## src/hdl/sbbc_pkg.sv

```systemverilog
// Package with types, codes and block transforms of the seeded byte cipher.
`default_nettype none

package sbbc_pkg;

  // Bytes in one cipher block and most result bytes one input can cause.
  localparam int unsigned BLK_BYTES = 4;
  localparam int unsigned MAX_RES   = 5;
  localparam int unsigned CNT_W     = $clog2(MAX_RES + 1);

  // Configuration register indexes.
  localparam int unsigned CFG_IDX_W = 1;
  localparam logic [CFG_IDX_W-1:0] CFG_MODE = 1'b0;
  localparam logic [CFG_IDX_W-1:0] CFG_SEED = 1'b1;

  // Mode codes.
  localparam logic MODE_ENC = 1'b0;
  localparam logic MODE_DEC = 1'b1;

  typedef logic [7:0] byte_t;
  typedef logic [BLK_BYTES-1:0][7:0] block_t;

  // A group of result bytes handed from the transform to the output stage.
  // Byte 0 leaves first; last marks the group's final byte as the end of the message.
  typedef struct packed {
    logic [MAX_RES-1:0][7:0] bytes;
    logic [CNT_W-1:0]        cnt;
    logic                    last;
  } group_t;

  // Forward transform of one block.
  function automatic block_t enc_block(block_t b, byte_t s);
    block_t a;
    block_t c;
    byte_t  k;
    for (int i = 0; i < BLK_BYTES; i++) begin
      k    = s + 8'(i);
      a[i] = b[i] + k;
    end
    for (int i = 0; i < BLK_BYTES; i++) begin
      k    = s + 8'(i);
      c[i] = a[BLK_BYTES-1-i] ^ k;
    end
    c[0] = c[0] ^ c[2];
    c[1] = c[1] ^ c[3];
    return c;
  endfunction

  // Inverse transform of one block.
  function automatic block_t dec_block(block_t b, byte_t s);
    block_t a;
    block_t c;
    byte_t  k;
    a    = b;
    a[0] = b[0] ^ b[2];
    a[1] = b[1] ^ b[3];
    // The key byte belongs to the position before the swap.
    for (int i = 0; i < BLK_BYTES; i++) begin
      k    = s + 8'(BLK_BYTES-1-i);
      c[i] = a[BLK_BYTES-1-i] ^ k;
    end
    for (int i = 0; i < BLK_BYTES; i++) begin
      k    = s + 8'(i);
      a[i] = c[i] - k;
    end
    return a;
  endfunction

endpackage

`default_nettype wire

```

## src/hdl/sbbc_stream_if.sv

```systemverilog
// Stream interfaces for the input bytes and the result bytes of the cipher.
`default_nettype none

interface sbbc_in_if;
  logic valid;
  logic ready;
  logic [7:0] data_byte;
  logic last_byte;

  modport source (output valid, output data_byte, output last_byte, input ready);
  modport sink (input valid, input data_byte, input last_byte, output ready);
endinterface

interface sbbc_out_if;
  logic valid;
  logic ready;
  logic [7:0] out_byte;
  logic out_last;

  modport source (output valid, output out_byte, output out_last, input ready);
  modport sink (input valid, input out_byte, input out_last, output ready);
endinterface

`default_nettype wire

```

## src/hdl/seeded_block_byte_cipher.sv

```systemverilog
// When the output is idle, the first result byte of an input transfer is offered in the next cycle.
// A block leaves as 4 bytes (5 with the encrypt header), one per cycle while the output is ready.
// A parking register behind the output shift register lets input take one byte per cycle
// while a block drains; input stalls only while a group waits in that register.
// Reset (synchronous, active low): mode encrypt, seed zero, next byte starts a message.
`default_nettype none

module seeded_block_byte_cipher (
  input  wire logic                            clk,
  input  wire logic                            rst_n,
  input  wire logic                            cfg_we,
  input  wire logic [sbbc_pkg::CFG_IDX_W-1:0]  cfg_index,
  input  wire logic [7:0]                      cfg_data,
  sbbc_in_if.sink                              in_ch,
  sbbc_out_if.source                           out_ch
);

  sbbc_pkg::group_t grp;
  logic             grp_load;
  logic             slot_free;
  logic             in_fire;

  // Input transfers wait only while a result group is parked behind the output register.
  assign in_ch.ready = slot_free;
  assign in_fire     = in_ch.valid && slot_free;

  // Transform and message state.
  sbbc_core u_core (
    .clk       (clk),
    .rst_n     (rst_n),
    .cfg_we    (cfg_we),
    .cfg_index (cfg_index),
    .cfg_data  (cfg_data),
    .in_fire   (in_fire),
    .in_data   (in_ch.data_byte),
    .in_last   (in_ch.last_byte),
    .grp       (grp),
    .grp_load  (grp_load)
  );

  // Result byte output.
  sbbc_serializer u_ser (
    .clk       (clk),
    .rst_n     (rst_n),
    .grp       (grp),
    .grp_load  (grp_load),
    .out_ready (out_ch.ready),
    .out_valid (out_ch.valid),
    .out_byte  (out_ch.out_byte),
    .out_last  (out_ch.out_last),
    .slot_free (slot_free)
  );

endmodule

`default_nettype wire

```

## src/hdl/sbbc_core.sv

```systemverilog
// Message state, configuration registers and the block transform of the cipher.
`default_nettype none

module sbbc_core (
  input  wire logic                            clk,
  input  wire logic                            rst_n,
  input  wire logic                            cfg_we,
  input  wire logic [sbbc_pkg::CFG_IDX_W-1:0]  cfg_index,
  input  wire logic [7:0]                      cfg_data,
  input  wire logic                            in_fire,
  input  wire logic [7:0]                      in_data,
  input  wire logic                            in_last,
  output sbbc_pkg::group_t                     grp,
  output logic                                 grp_load
);

  logic             mode_r;
  logic [7:0]       seed_r;
  logic             hdr_pend_r;
  logic             hdr_pend_nxt;
  logic [1:0]       cnt_r;
  logic [1:0]       cnt_nxt;
  logic [7:0]       mseed_r;
  logic [7:0]       mseed_nxt;
  logic [7:0]       buf_r [0:2];
  logic             buf_we;
  logic [1:0]       eff_cnt;
  logic [7:0]       blk_seed;
  sbbc_pkg::block_t blk_in;
  sbbc_pkg::block_t blk_out;
  sbbc_pkg::group_t grp_nxt;

  // Configuration writes.
  always_ff @(posedge clk) begin
    if (!rst_n) begin
      mode_r <= sbbc_pkg::MODE_ENC;
      seed_r <= 8'h00;
    end else if (cfg_we) begin
      unique case (cfg_index)
        sbbc_pkg::CFG_MODE: mode_r <= cfg_data[0];
        sbbc_pkg::CFG_SEED: seed_r <= cfg_data;
        default: ;
      endcase
    end
  end

  // Assemble the block: held bytes, then the new byte, then zero padding.
  always_comb begin
    eff_cnt = hdr_pend_r ? 2'd0 : cnt_r;
    for (int i = 0; i < 3; i++) begin
      blk_in[i] = (2'(i) < eff_cnt) ? buf_r[i] : 8'h00;
    end
    blk_in[3] = 8'h00;
    blk_in[eff_cnt] = in_data;
    // A decrypt header that is also the last byte decrypts a block of zeros.
    if (hdr_pend_r && (mode_r == sbbc_pkg::MODE_DEC)) begin
      blk_in   = '0;
      blk_seed = in_data;
    end else begin
      blk_seed = hdr_pend_r ? seed_r : mseed_r;
    end
    blk_out = (mode_r == sbbc_pkg::MODE_DEC) ? sbbc_pkg::dec_block(blk_in, blk_seed)
                                             : sbbc_pkg::enc_block(blk_in, blk_seed);
  end

  // Next state and the result group of the accepted byte.
  always_comb begin
    hdr_pend_nxt  = hdr_pend_r;
    cnt_nxt       = cnt_r;
    mseed_nxt     = mseed_r;
    buf_we        = 1'b0;
    grp_nxt.bytes = {8'h00, blk_out};
    grp_nxt.cnt   = sbbc_pkg::CNT_W'(0);
    grp_nxt.last  = in_last;
    if (hdr_pend_r && (mode_r == sbbc_pkg::MODE_DEC)) begin
      // Decrypt header: take the seed, emit only if the message ends here.
      mseed_nxt    = in_data;
      cnt_nxt      = 2'd0;
      hdr_pend_nxt = in_last;
      if (in_last) begin
        grp_nxt.cnt = sbbc_pkg::CNT_W'(sbbc_pkg::BLK_BYTES);
      end
    end else begin
      if (hdr_pend_r) begin
        mseed_nxt     = seed_r;
        grp_nxt.bytes = {blk_out, seed_r};
        grp_nxt.cnt   = sbbc_pkg::CNT_W'(1);
      end
      if ((eff_cnt == 2'd3) || in_last) begin
        grp_nxt.cnt = grp_nxt.cnt + sbbc_pkg::CNT_W'(sbbc_pkg::BLK_BYTES);
        cnt_nxt     = 2'd0;
      end else begin
        buf_we  = 1'b1;
        cnt_nxt = eff_cnt + 2'd1;
      end
      hdr_pend_nxt = in_last;
    end
  end

  // Message state registers.
  always_ff @(posedge clk) begin
    if (!rst_n) begin
      hdr_pend_r <= 1'b1;
      cnt_r      <= 2'd0;
      mseed_r    <= 8'h00;
    end else if (in_fire) begin
      hdr_pend_r <= hdr_pend_nxt;
      cnt_r      <= cnt_nxt;
      mseed_r    <= mseed_nxt;
    end
  end

  // Bytes of the block being collected; only entries below the count are read.
  always_ff @(posedge clk) begin
    if (in_fire && buf_we) begin
      buf_r[eff_cnt] <= in_data;
    end
  end

  assign grp      = grp_nxt;
  assign grp_load = in_fire && (grp_nxt.cnt != sbbc_pkg::CNT_W'(0));

endmodule

`default_nettype wire

```

## src/hdl/sbbc_serializer.sv

```systemverilog
// Output register that sends a group of result bytes one per transfer.
`default_nettype none

module sbbc_serializer (
  input  wire logic              clk,
  input  wire logic              rst_n,
  input  wire sbbc_pkg::group_t  grp,
  input  wire logic              grp_load,
  input  wire logic              out_ready,
  output logic                   out_valid,
  output logic [7:0]             out_byte,
  output logic                   out_last,
  output logic                   slot_free
);

  logic [sbbc_pkg::MAX_RES-1:0][7:0] bytes_r;
  logic [sbbc_pkg::CNT_W-1:0]        rem_r;
  logic                              last_r;
  sbbc_pkg::group_t                  pend_r;
  logic                              pend_vld_r;
  logic                              out_fire;
  logic                              load_ok;

  assign out_valid = (rem_r != sbbc_pkg::CNT_W'(0));
  assign out_fire  = out_valid && out_ready;
  assign out_byte  = bytes_r[0];
  assign out_last  = last_r && (rem_r == sbbc_pkg::CNT_W'(1));

  // The shift register takes a new group once the current one is gone or leaves this cycle.
  assign load_ok = !out_valid || ((rem_r == sbbc_pkg::CNT_W'(1)) && out_ready);

  // A new group is accepted while the parking register is empty.
  assign slot_free = !pend_vld_r;

  // Remaining byte count.
  always_ff @(posedge clk) begin
    if (!rst_n) begin
      rem_r <= sbbc_pkg::CNT_W'(0);
    end else if (load_ok && pend_vld_r) begin
      rem_r <= pend_r.cnt;
    end else if (load_ok && grp_load) begin
      rem_r <= grp.cnt;
    end else if (out_fire) begin
      rem_r <= rem_r - sbbc_pkg::CNT_W'(1);
    end
  end

  // Byte shift register and last flag.
  always_ff @(posedge clk) begin
    if (load_ok && pend_vld_r) begin
      bytes_r <= pend_r.bytes;
      last_r  <= pend_r.last;
    end else if (load_ok && grp_load) begin
      bytes_r <= grp.bytes;
      last_r  <= grp.last;
    end else if (out_fire) begin
      bytes_r <= {8'h00, bytes_r[sbbc_pkg::MAX_RES-1:1]};
    end
  end

  // Parking register for a group that arrives while the shift register is busy.
  always_ff @(posedge clk) begin
    if (!rst_n) begin
      pend_vld_r <= 1'b0;
    end else if (load_ok) begin
      pend_vld_r <= 1'b0;
    end else if (grp_load) begin
      pend_vld_r <= 1'b1;
    end
  end

  always_ff @(posedge clk) begin
    if (grp_load && !load_ok) begin
      pend_r <= grp;
    end
  end

endmodule

`default_nettype wire

```

## src/flat_wrapper.sv

```systemverilog
// flat-port wrapper written by rule: the top's interface ports become plain ports
module seeded_block_byte_cipher_flat 
  (clk, rst_n, cfg_we, cfg_index, cfg_data, in_ch_valid, in_ch_data_byte, in_ch_last_byte, in_ch_ready, out_ch_valid, out_ch_out_byte, out_ch_out_last, out_ch_ready);
  sbbc_in_if in_ch_i ();
  sbbc_out_if out_ch_i ();
  input  wire logic clk;
  input  wire logic rst_n;
  input  wire logic cfg_we;
  input  wire logic [sbbc_pkg::CFG_IDX_W-1:0] cfg_index;
  input  wire logic [7:0] cfg_data;
  input wire logic [$bits(in_ch_i.valid)-1:0] in_ch_valid;
  input wire logic [$bits(in_ch_i.data_byte)-1:0] in_ch_data_byte;
  input wire logic [$bits(in_ch_i.last_byte)-1:0] in_ch_last_byte;
  output wire logic [$bits(in_ch_i.ready)-1:0] in_ch_ready;
  output wire logic [$bits(out_ch_i.valid)-1:0] out_ch_valid;
  output wire logic [$bits(out_ch_i.out_byte)-1:0] out_ch_out_byte;
  output wire logic [$bits(out_ch_i.out_last)-1:0] out_ch_out_last;
  input wire logic [$bits(out_ch_i.ready)-1:0] out_ch_ready;
  assign in_ch_i.valid = in_ch_valid;
  assign in_ch_i.data_byte = in_ch_data_byte;
  assign in_ch_i.last_byte = in_ch_last_byte;
  assign in_ch_ready = in_ch_i.ready;
  assign out_ch_valid = out_ch_i.valid;
  assign out_ch_out_byte = out_ch_i.out_byte;
  assign out_ch_out_last = out_ch_i.out_last;
  assign out_ch_i.ready = out_ch_ready;
  seeded_block_byte_cipher u_core (.clk(clk), .rst_n(rst_n), .cfg_we(cfg_we), .cfg_index(cfg_index), .cfg_data(cfg_data), .in_ch(in_ch_i), .out_ch(out_ch_i));
endmodule
```

## config.mk

```make
export PLATFORM = sky130hd
export DESIGN_NAME = seeded_block_byte_cipher_flat
export DESIGN_NICKNAME = d
export VERILOG_FILES = /design/src/hdl/sbbc_pkg.sv /design/src/hdl/sbbc_stream_if.sv /design/src/hdl/seeded_block_byte_cipher.sv /design/src/hdl/sbbc_core.sv /design/src/hdl/sbbc_serializer.sv /design/src/flat_wrapper.sv
export SDC_FILE = /design/constraint.sdc
export NUM_CORES = 1
export LEC_CHECK = 0
export ABC_AREA = 1
export BUFFER_PORTS_ARGS = -buffer_cell sky130_fd_sc_hd__buf_2
export CAP_MARGIN = 20
export CORE_ASPECT_RATIO = 1.1
export CORE_UTILIZATION = 45
export DETAILED_ROUTE_END_ITERATION = 16
export PLACE_DENSITY = 0.61
export SLEW_MARGIN = 0
export SYNTH_ARGS = -nofsm -noshare
export SYNTH_HDL_FRONTEND = slang
export SYNTH_HIERARCHICAL = 1
export SYNTH_SLANG_ARGS = --single-unit
```

## constraint.sdc

```tcl
create_clock -name clk -period 5.1 [get_ports clk]
set_input_delay 0.51 -clock clk [delete_from_list [all_inputs] [get_ports clk]]
set_output_delay 0.51 -clock clk [all_outputs]
set_load 0.05 [all_outputs]
```

# ---- After elaboration in Yosys (flattened, before gate mapping)
# Memories as Yosys holds them, arrays and structs flattened.
# Cells that the tools add are included.
dict set report op_classes {
  n_bitwise 14
  reduce_logical 23
  addsub 14
  eq_ne 2
  mux 31
  order_cmp 5
}
# op n
set ops {}
lappend ops {{$mux W40} 4}
lappend ops {{$xor A8 B8 Y8} 12}
lappend ops {{$mux W43} 2}
lappend ops {{$mux W32} 2}
lappend ops {{$mux W8} 6}
lappend ops {{$add A8 B8 Y8} 4}
lappend ops {{$bwmux W32} 1}
lappend ops {{$sub A8 B8 Y8} 4}
lappend ops {{$mux W3} 6}
lappend ops {{$add A8 B2 Y8 const B} 2}
lappend ops {{$demux W8 S2} 1}
lappend ops {{$logic_and A1 B1 Y1} 11}
lappend ops {{$reduce_bool A3 Y1} 3}
lappend ops {{$add A8 B1 Y8 const B} 1}
lappend ops {{$mux W1} 6}
lappend ops {{$mux W2} 3}
lappend ops {{$lt A1 B2 Y1 const A} 2}
lappend ops {{$reduce_and A2 Y1} 2}
lappend ops {{$add A3 B3 Y3 const B} 1}
lappend ops {{$eq A3 B1 Y1 const B} 1}
lappend ops {{$logic_not A1 Y1} 3}
lappend ops {{$lt A2 B3 Y1 const B} 1}
lappend ops {{$sub A3 B1 Y3 const B} 1}
lappend ops {{$add A2 B1 Y2 const B} 1}
lappend ops {{7 further kinds} 9}
dict set report totals {
  output_inout_bits 11
  in_bits 23
  mem_count 1
  regBits 109
  ram_bits 24
  elab_cells 110
}
# memory depth width rd rd_ports_with_merged_regs write_ports line
set memory_table {}
lappend memory_table {u_core.u_core.buf_r 3 8 3 0 1 sbbc_core.sv:25} ;# logic [7:0] buf_r [0:2];

# ---- Logic depth before layout (Yosys ltp)
# Gate-level depths: netlist of run 1.
dict set report depth {
  ltp_word 21
  mapped_depth 29
  ltp_nobuf 29
}

# ---- By module
# Netlist of run 1, hierarchy kept.
# mod n_inst cells_per_inst area_per_inst_um2 seq_area_each_um2
set modules_own_cells {}
lappend modules_own_cells {sbbc_core 1 1028 6571.3 1101.1}
lappend modules_own_cells {sbbc_serializer 1 322 3921.3 2632.5}
lappend modules_own_cells {seeded_block_byte_cipher 1 2 7.5 0.0}

# ---- Worst setup path before layout of run 1
# OpenSTA, ideal clock, no wires.
dict set report synth_timing {
  kind {register to register}
  startpoint {reg u_core.u_core.hdr_pend_r}
  endpoint {reg u_core/u_ser/pend_r[0] in the netlist's numbering (enable)}
  path_buffers 2
  synth_period_minus_slack_ns 4.188
  required_time_ns 4.654
  setup_slack_ns 0.912
  setup_time_ns 0.446
  t_arrival_ns 3.742
  stages_incl_launch_ff 15
  cell_sequence {dfxtp_1 -> inv_2 -> buf_6 -> nand2_2 -> inv_2 -> ha_1 -> clkbuf_1 -> inv_1 -> nor2_1 -> inv_1 -> nand2_1 -> o21ai_0 -> inv_1 -> inv_1 -> nor2_1}
}
# element line
set synth_rtl {}
lappend synth_rtl {{from (decl)} sbbc_core.sv:19} ;# logic hdr_pend_r;
lappend synth_rtl {{from (signal assigned)} sbbc_core.sv:107} ;# hdr_pend_r <= hdr_pend_nxt;
lappend synth_rtl {{to (signal assigned)} sbbc_serializer.sv:74} ;# pend_r <= grp;
lappend synth_rtl {{to (decl)} sbbc_serializer.sv:19} ;# sbbc_pkg::group_t pend_r;

==> results.cfg, run 1 <==
[floorplanning]
fp-row-count = 58
core_sq_um = 22860
die_h_um = 162.2
die_w_um = 147.6
io_pins = 34
dieArea_sq_um = 23950
start_util = 0.4593

[sta]
fin_skew_ns = 0.01282
tightest_slew_ns = 0.8611
max_slew_margin = 0.4224
tns_ns = 0
hold_viol_final = 0
setup_viol = 0
fin_crit_sh = 0.9239
grt_setup_unrepaired = false
fmax_mhz = 212.2
drv_slew = 0
finalCriticalPeriod_ns = 4.712

[run]
maxCapViolCount = 0

[layout]
drive_above_1_share = 0.1191
syn2layout_area_growth_pct = 8.722
fin_nets = 1461
insertedDiodeCount = 0
seqCellArea_sq_um = 3734
final_cells = 1677
final.fill_count = 2265
multi_input_area_sq_um = 5848

[global_routing]
grt_max_degree = 70
grtUsageTotal = 0.2712
grt-ovfl-total = 0
grt_pass1_wl_mm = 48.67
grt_pass1_vias = 8635
antenna_found_initial = 0

[critical_path]
timing.rr.start = u_core/u_core/hdr_pend_r
critPathSlowestCell = ha_1
worstPathArrival_ns = 4.86
rrSetupSlack_ns = 0.39
reg2regPathDepth = 20
crit_path_frequent_cell = nand2_1
criticalPathCategory = reg -> reg
timing.rr.end = u_core/u_ser/bytes_r[14]
max_stage_delay_ns = 0.47
cp.required_ns = 5.25
critPathMaxFanout = 12
end_kind = register
path_cells = inv_2 > nand2_2 > inv_2 > ha_1 > clkinv_1 > nor2_1 > nor3_1 > ha_1 > inv_1 > fa_1 > o21ai_0 > a21oi_1 > o21bai_1 > a21oi_1 > o21ai_0 > nand3_1 > nand2_1 > nand2_1 > nand2_1 > a31oi_1
startpoint_type = register

[cts]
postCtsSetupBuffers = 0
clock_latency_ns = 0.43
numCtsBuffers = 17
clkSinkCount = 132
clock_path_buffers = 2
cts_hold_buf = 0
cts.clk_slew.worst_paths_ns = 0.06
cts_tree = built
htreeDepth = 4
cts-resized-gates = 0
root_buffer = clkbuf_16

[detailed_routing]
antenna_left = 0
drt-initial-drc-count = 758
viasPerCell = 5.411
drcViolationCount = 0
routed_wl_mm = 31.50
vias = 9074
dr.pass1.iters = 6
routedWlPerCell_um = 18.78

[logic_synthesis]
ys.flop_type = edfxtp_1
ys_warn_count = 6
ys_async_sr_fraction = 0
avgSynthCellArea_sq_um = 7.766
synthCells = 1352
synth_area_leaders = edfxtp_1 31%, nand2_1 13%, ha_1 7.9%, inv_1 4.8%, nand3_1 4.6%
synth_area_sq_um = 10500
synth_nets = 1449
synth_edf_count = 109
synth_top_area_cell = edfxtp_1
ys_types = 58
ys_seq_area_frac = 0.3556
yosysTopAreaCellShare = 0.3117
synth_seq_cells = 132

[min_path]
hold_path_end = u_core/u_core/seed_r[5]
hp-start = cfg_data[5]
hold_depth = 3
worstHoldPathType = in -> reg

[power_and_ir_drop]
switching_share = 0.4317
p_clk_frac = 0.227
p_sw_mw = 2.443
powerDensity_nw_per_um2 = 495.6
internal_power_mw = 3.215
p_leak_nw = 5.372
max-vdd-ir-drop_uv = 234.2
power_mw = 5.658
combPwrFrac = 0.461
pwr-share-seq = 0.312

[place]
io_buffers = 33
place.gp.congestion = 0.9912
dpl.cell_count = 1645
dpl.hpwl_mm = 24.22

[status]
outcome = finished clean
through the flow:
stage,area (sq um),worst slack (ns),hold WS (ns),util
4_1_cts,11410,0.2036,0.3304,0.4993
6_report,11420,0.3879,0.3430,0.4994
3_5_place_dp,10810,0.2412,0.4757,0.4730
5_1_grt,11420,0.02886,0.3573,0.4994
3_3_place_gp,10810,0.3165,0.4642,0.4730
2_1_floorplan,10500,0.9122,0.4495,-
per-layer routing:
layer	GRT usage	vias to the layer above	routed length, um
li1	-	4518	-
met1	0.3543	4215	13920
met2	0.4434	278	14650
met3	0.04298	63	1676
met4	0.1181	0	1250
met5	0	-	0
cell usage after synthesis (4+ instances only):
library cell  number
nor3_1             5
xnor2_1           24
buf_4             15
a31oi_2           10
nand3_2            5
o211ai_1           9
inv_1            135
nor2_4             4
nand3b_1           8
a31oi_1           24
buf_2             14
nand2_1          354
a21oi_1           62
buf_1              4
ha_1              66
nand2_4            7
nor2_2             4
nand3_1           96
nand4_1           19
o21ai_1           10
o21ai_0           51
nor2_1           126
a211oi_1          14
xor2_1            43
nand2_2           24
clkbuf_1          14
inv_2             16
fa_1               8
dfxtp_1           23
edfxtp_1         109
power groups by stage:
stage / registers, mW / logic (mW) / clock network [mW]
after floorplan: 1.75 / 1.99 / 0
after global placement: 1.78 / 2.56 / 0
after detailed placement: 1.79 / 2.58 / 0
after CTS: 1.77 / 2.59 / 1.30
after global routing: 1.79 / 2.87 / 1.34
final: 1.76 / 2.61 / 1.29
how the worst max path moves through the flow:
stage	depth (start not counted)	to	slack, ns	start
5_1_grt	27	u_core/u_ser/bytes_r[31]	0.03	u_core/u_core/hdr_pend_r
3_5_place_dp	27	u_core/u_ser/bytes_r[31]	0.24	u_core/u_core/hdr_pend_r
6_report	20	u_core/u_ser/bytes_r[14]	0.39	u_core/u_core/hdr_pend_r
4_1_cts	27	u_core/u_ser/bytes_r[31]	0.20	u_core/u_core/hdr_pend_r
2_1_floorplan	14	u_core/u_ser/pend_r[0]	0.91	u_core/u_core/hdr_pend_r
3_3_place_gp	27	u_core/u_ser/bytes_r[31]	0.32	u_core/u_core/hdr_pend_r
cell usage in the layout (no fill, tap or decap), types with 7 or more instances in the layout:
cell | Yosys | final
o21ai_0 | 51 | 50
nor2_1 | 126 | 124
inv_2 | 16 | 16
a31oi_1 | 24 | 24
nand2_1 | 354 | 354
a31oi_2 | 10 | 10
nand4_1 | 19 | 19
xnor2_1 | 24 | 24
o21ai_1 | 10 | 11
buf_4 | 15 | 13
nand3_1 | 96 | 96
xor2_1 | 43 | 43
a211oi_1 | 14 | 14
o211ai_1 | 9 | 9
nand2_2 | 24 | 24
ha_1 | 66 | 66
inv_1 | 135 | 135
nand2_4 | 7 | 7
buf_2 | 14 | 33
fa_1 | 8 | 8
a21oi_1 | 62 | 62
nand3b_1 | 8 | 8
dfxtp_1 | 23 | 23
edfxtp_1 | 109 | 109
clkbuf_16 | 0 | 17
final cells by class:
class                   instances  area share
flip-flops and latches        132      0.3271
inverters                     153     0.05031
well taps                     300     0.03288
clock buffers                  20     0.04000
repair buffers                 47     0.02477
clock inverters                12     0.01271
multi-input cells            1013      0.5123
kinds of logic after synthesis:
| family | after synthesis | share of synthesized area |
|---|---|---|
| flops | 132 | 0.3556 |
| fa+ha+maj | 74 | 0.09390 |
| mux | 2 | 0.002026 |
| xor+xnor | 70 | 0.06053 |
| simple gates | 667 | 0.2836 |
| buf+inv | 207 | 0.08842 |
| other cells | 1 | 0.0003571 |
| compound gates | 199 | 0.1156 |
critical path, delay by kind of cell (launching register included):
kind	cells	cell delay, ns
adder cells (fa/ha/maj)	3	1.33
AND/OR/NAND/NOR	7	0.98
AO/OA/AOI/OAI	6	0.99
buffers and inverters	4	0.82
flip-flops	1	0.32
registers in the layout, indices dropped and copies added, names as in the netlist:
signal / flops
u_core/u_ser/pend_r: 44
u_core/u_ser/bytes_r: 32
u_core/u_core/buf_r: 24
u_core/u_core/seed_r: 8
u_core/u_ser/out_byte: 8
u_core/u_core/mseed_r: 7
u_core/u_ser/rem_r: 3
u_core/u_core/cnt_r: 2
u_core/u_core/hdr_pend_r: 1
u_core/u_core/mode_r: 1
u_core/u_ser/last_r: 1
u_core/u_ser/pend_vld_r: 1
(Power assumes the default switching activity.)
==> run 2: changes to the inputs <==
==> constraint.sdc (replaced) <==
create_clock -name clk -period 5.1 [get_ports clk]
set_input_delay 1.02 -clock clk [delete_from_list [all_inputs] [get_ports clk]]
set_output_delay 1.02 -clock clk [all_outputs]
set_load 0.05 [all_outputs]
==> results.cfg, run 2 (synthesis gave the netlist of run 1 again) <==
[power_and_ir_drop]
powerDensity_nw_per_um2 = 496.3
p_leak_nw = 5.404
max-vdd-ir-drop_uv = 232.8

[layout]
drive_above_1_share = 0.1243
final.fill_count = 2233
syn2layout_area_growth_pct = 9.199
final_common_cell = nand2_1
insertedDiodeCount = 0
final_util = 0.5016
fin_nets = 1468
layout_common_cells = 354 x nand2_1, 135 x inv_1, 125 x nor2_1
largest-register = u_core/u_ser/pend_r
largest_reg_flops = 44
top_regs = u_core/u_ser/pend_r (44), u_core/u_ser/bytes_r (32), u_core/u_core/buf_r (24)

[cts]
clkSinkCount = 132
cts_hold_buf = 0
htreeDepth = 4
cts.clk_slew.worst_paths_ns = 0.07
root_buffer = clkbuf_16
postCtsSetupBuffers = 0
clock_latency_ns = 0.43
clock_path_buffers = 2
numCtsBuffers = 17
cts_tree = built
cts-resized-gates = 0

[sta]
setup_viol = 0
drv_slew = 0
grt_setup_unrepaired = false
hold_viol_final = 0
tns_ns = 0
tightest_slew_ns = 0.7937
finalCriticalPeriod_ns = 4.537
max_slew_margin = 0.4709
fin_skew_ns = 0.01722
fmax_mhz = 220.4
fin_crit_sh = 0.8896

[global_routing]
grt_max_degree = 70
grtUsageTotal = 0.2741
grt-ovfl-total = 0
grt_pass1_wl_mm = 49.13
grt_pass1_vias = 8524
antenna_found_initial = 0

[detailed_routing]
drcViolationCount = 0
routedWlPerCell_um = 18.79
drt-initial-drc-count = 896
routed_wl_mm = 31.64
viasPerCell = 5.423
antenna_left = 0
dr.pass1.iters = 6
vias = 9133

[min_path]
hold_depth = 2
worstHoldPathType = reg -> reg

[floorplanning]
core_sq_um = 22860
start_util = 0.4593
io_pins = 34
die_w_um = 147.6
fp-row-count = 58
dieArea_sq_um = 23950
die_h_um = 162.2

[critical_path]
critPathMaxFanout = 12
critPathSlowestCell = ha_2
criticalPathCategory = reg -> reg
crit_path_frequent_cell = nand2_1
cp.required_ns = 5.24
startpoint_type = register
max_stage_delay_ns = 0.34
worstPathArrival_ns = 4.67
reg2regPathDepth = 28
end_kind = register

[run]
maxCapViolCount = 0

[place]
io_buffers = 33
dpl.hpwl_mm = 24.54
place.gp.congestion = 1.010

[status]
outcome = finished clean
==> run 2: cell types whose count changed in the layout (fill, tap and decap cells not counted) <==
cell      previous run  this run
buf_4               13        21
nor2_1             124       125
nor2_2               5         4
clkbuf_1             1         0
buf_12               1         0
inv_8                1         4
clkbuf_8             2         0
o21ai_1             11        10
ha_1                66        65
clkinv_4             3         0
inv_6                4         6
clkinv_8             0         1
o21ai_0             50        51
ha_2                 0         1
==> run 2: worst max-delay path: cells and delay by family, from the launching register on <==
family                   cells  cell delay (ns)
AO/OA/AOI/OAI                4             0.55
adder cells (fa/ha/maj)      2             0.63
XOR/XNOR                     1             0.29
flip-flops                   1             0.32
buffers and inverters        7             1.00
AND/OR/NAND/NOR             14             1.46
==> run 2: final cells by class <==
class                      count  area (sq um)  share of cell area
multi-input combinational   1013          5848              0.5100
sequential                   132          3734              0.3256
inverter                     153         574.3             0.05009
clock buffer                  17         425.4             0.03710
tap                          300         375.4             0.03274
timing repair buffer          54         322.8             0.02815
clock inverter                15         186.4             0.01626
==> run 2: metrics by stage <==
step | cell area (sq um) | total power [mW] | instances | setup WS, ns | hold slack, ns
final | 11470 | 5.691 | 1684 | 0.5630 | 0.4869
after global placement | 10850 | 4.353 | 1652 | 0.4050 | 0.4630
after global routing | 11470 | 6.047 | 1684 | 0.1036 | 0.5049
after floorplan | 10500 | 3.736 | 1352 | 0.7729 | 0.4495
after detailed placement | 10850 | 4.380 | 1652 | 0.3182 | 0.4675
after CTS | 11460 | 5.688 | 1684 | 0.4529 | 0.4866
==> run 2: path summary, 6_finish.rpt <==
path	startpoint	end	slack [ns]
setup / recovery	u_core/u_core/hdr_pend_r	u_core/u_ser/bytes_r[31]	0.56
hold / removal	u_core/u_core/mseed_r[2]	u_core/u_core/mseed_r[2]	0.49
setup reg to reg	u_core/u_core/hdr_pend_r	u_core/u_ser/bytes_r[31]	0.56
hold reg to reg	u_core/u_core/mseed_r[2]	u_core/u_core/mseed_r[2]	0.49
==> run 2: routing by layer <==
metal / GRT usage / part of all wire / up-vias
met3: 0.03876 / 0.053 / 52
met4: 0.1148 / 0.038 / 0
met1: 0.3570 / 0.44 / 4249
met2: 0.4554 / 0.47 / 306
met5: 0 / 0 / -
li1: - / - / 4526
==> run 2: where the power goes <==
part	internal [mW]	switching (mW)	total, mW
logic	0.812	1.81	2.63
clock network	0.746	0.555	1.30
registers	1.66	0.107	1.76
==> run 3: changes to the inputs <==
--- a/config.mk
+++ b/config.mk
@@ -8,10 +8,12 @@
 export ABC_AREA = 1
 export BUFFER_PORTS_ARGS = -buffer_cell sky130_fd_sc_hd__buf_2
 export CAP_MARGIN = 20
+export CELL_PAD_IN_SITES_DETAIL_PLACEMENT = 1
+export CELL_PAD_IN_SITES_GLOBAL_PLACEMENT = 1
 export CORE_ASPECT_RATIO = 1.1
 export CORE_UTILIZATION = 45
 export DETAILED_ROUTE_END_ITERATION = 16
-export PLACE_DENSITY = 0.61
+export PLACE_DENSITY = 0.77
 export SLEW_MARGIN = 0
 export SYNTH_ARGS = -nofsm -noshare
 export SYNTH_HDL_FRONTEND = slang
==> results.cfg, run 3 (synthesis gave the netlist of run 1 again) <==
[layout]
layout_common_cells = 354 x nand2_1, 135 x inv_1, 125 x nor2_1
final_common_cell = nand2_1
fin_nets = 1474
syn2layout_area_growth_pct = 9.604
seqCellArea_sq_um = 3734
final_cells = 1690
largest_reg_flops = 44
top_regs = u_core/u_ser/pend_r (44), u_core/u_ser/bytes_r (32), u_core/u_core/buf_r (24)
multi_input_area_sq_um = 5846
final_util = 0.5034
largest-register = u_core/u_ser/pend_r
design_area_sq_um = 11510
final.fill_count = 2868
drive_above_1_share = 0.1273
insertedDiodeCount = 0

[floorplanning]
fp-row-count = 58
die_w_um = 147.6
io_pins = 34
start_util = 0.4593
core_sq_um = 22860
dieArea_sq_um = 23950
die_h_um = 162.2

[critical_path]
criticalPathCategory = reg -> reg
startpoint_type = register
cp.required_ns = 5.25
end_kind = register
worstPathArrival_ns = 4.86
critPathMaxFanout = 10

[power_and_ir_drop]
pwr-share-seq = 0.308
p_sw_mw = 2.598
switching_share = 0.4491
combPwrFrac = 0.468
internal_power_mw = 3.186
max-vdd-ir-drop_uv = 234.1
p_leak_nw = 5.437
p_clk_frac = 0.224
powerDensity_nw_per_um2 = 502.6

[sta]
drv_slew = 0
fin_crit_sh = 0.9231
setup_viol = 0
fmax_mhz = 212.4
hold_viol_final = 0
finalCriticalPeriod_ns = 4.708
tns_ns = 0
tightest_slew_ns = 0.9465
max_slew_margin = 0.3652
grt_setup_unrepaired = false
fin_skew_ns = 0.01538

[cts]
cts.clk_slew.worst_paths_ns = 0.07
htreeDepth = 4
cts_tree = built
clock_latency_ns = 0.43
numCtsBuffers = 17
root_buffer = clkbuf_16
postCtsSetupBuffers = 0
cts_hold_buf = 0
clkSinkCount = 132
cts-resized-gates = 0
clock_path_buffers = 2

[detailed_routing]
viasPerCell = 5.524
drcViolationCount = 0
drt-initial-drc-count = 468
antenna_left = 0
met2_wirelength_mm = 17.97
routed_wl_mm = 35.47
top_layer = met4
vias = 9335
dr.pass1.iters = 6
routedWlPerCell_um = 20.99
drt-met1-wl_mm = 15.11
wl_met3_mm = 1.077

[run]
maxCapViolCount = 0

[global_routing]
grt_max_degree = 70
grt-ovfl-total = 0
grtUsageTotal = 0.3062
grt_pass1_vias = 9667
grt_pass1_wl_mm = 54.63
antenna_found_initial = 1

[status]
outcome = finished clean

[place]
post_dp_cell_area_sq_um = 10900
dpl.hpwl_mm = 27.77
io_buffers = 33
dpl.cell_count = 1658
place.gp.congestion = 0.9197

[min_path]
worstHoldPathType = reg -> reg
==> run 3: power groups by stage <==
stage | clock network (mW) | logic [mW] | registers (mW)
global route | 1.34 | 2.97 | 1.81
CTS | 1.31 | 2.70 | 1.78
detailed placement | 0 | 2.67 | 1.80
global placement | 0 | 2.60 | 1.78
floorplan | 0 | 1.99 | 1.75
finish | 1.29 | 2.71 | 1.78
==> run 3: path summary, 6_finish.rpt <==
path,startpoint,to,slack (ns),cells past startpoint
setup / recovery,u_core/u_core/hdr_pend_r,u_core/u_ser/bytes_r[31],0.39,26
hold reg to reg,u_core/u_core/mseed_r[2],u_core/u_core/mseed_r[2],0.49,2
hold / removal,u_core/u_core/mseed_r[2],u_core/u_core/mseed_r[2],0.49,2
setup reg to reg,u_core/u_core/hdr_pend_r,u_core/u_ser/bytes_r[31],0.39,26
==> run 3: final cells by class <==
class                      instances  share of cell area
clock buffer                      17             0.03696
clock inverter                    15             0.01620
tap                              300             0.03262
multi-input combinational       1013              0.5079
inverter                         153             0.04990
sequential                       132              0.3244
timing repair buffer              60             0.03196
==> run 3: through the flow <==
stage	setup WS (ns)	power [mW]	hold WS, ns
floorplan	0.7729	3.736	0.4495
global placement	0.4743	4.378	0.4639
detailed placement	0.3886	4.466	0.4769
CTS	0.4590	5.800	0.4945
global route	0.001695	6.118	0.5112
finish	0.3924	5.784	0.4926
==> run 3: worst max-delay path, cell delays in order (launching register included) <==
cell	delay, ns
dfxtp_1	0.36
inv_2	0.10
nand2_2	0.07
inv_2	0.15
ha_1	0.46
inv_1	0.12
nor2_1	0.29
inv_1	0.20
nor2_1	0.33
nor2_1	0.09
a21oi_1	0.18
xor2_1	0.24
ha_1	0.32
a21oi_1	0.16
o21ai_0	0.13
buf_4	0.17
a21oi_1	0.18
nand2b_1	0.17
nand3_1	0.08
nand2_1	0.09
nand2_1	0.07
nand3_1	0.11
nand2_1	0.06
inv_1	0.05
nand2_1	0.06
nand2_1	0.06
a31oi_1	0.09
==> run 3: routing by layer <==
metal  up-vias  GRT usage
li1       4542          -
met1      4538     0.3641
met2       189     0.5521
met3        66    0.03961
met4         0     0.1303
met5         -          0
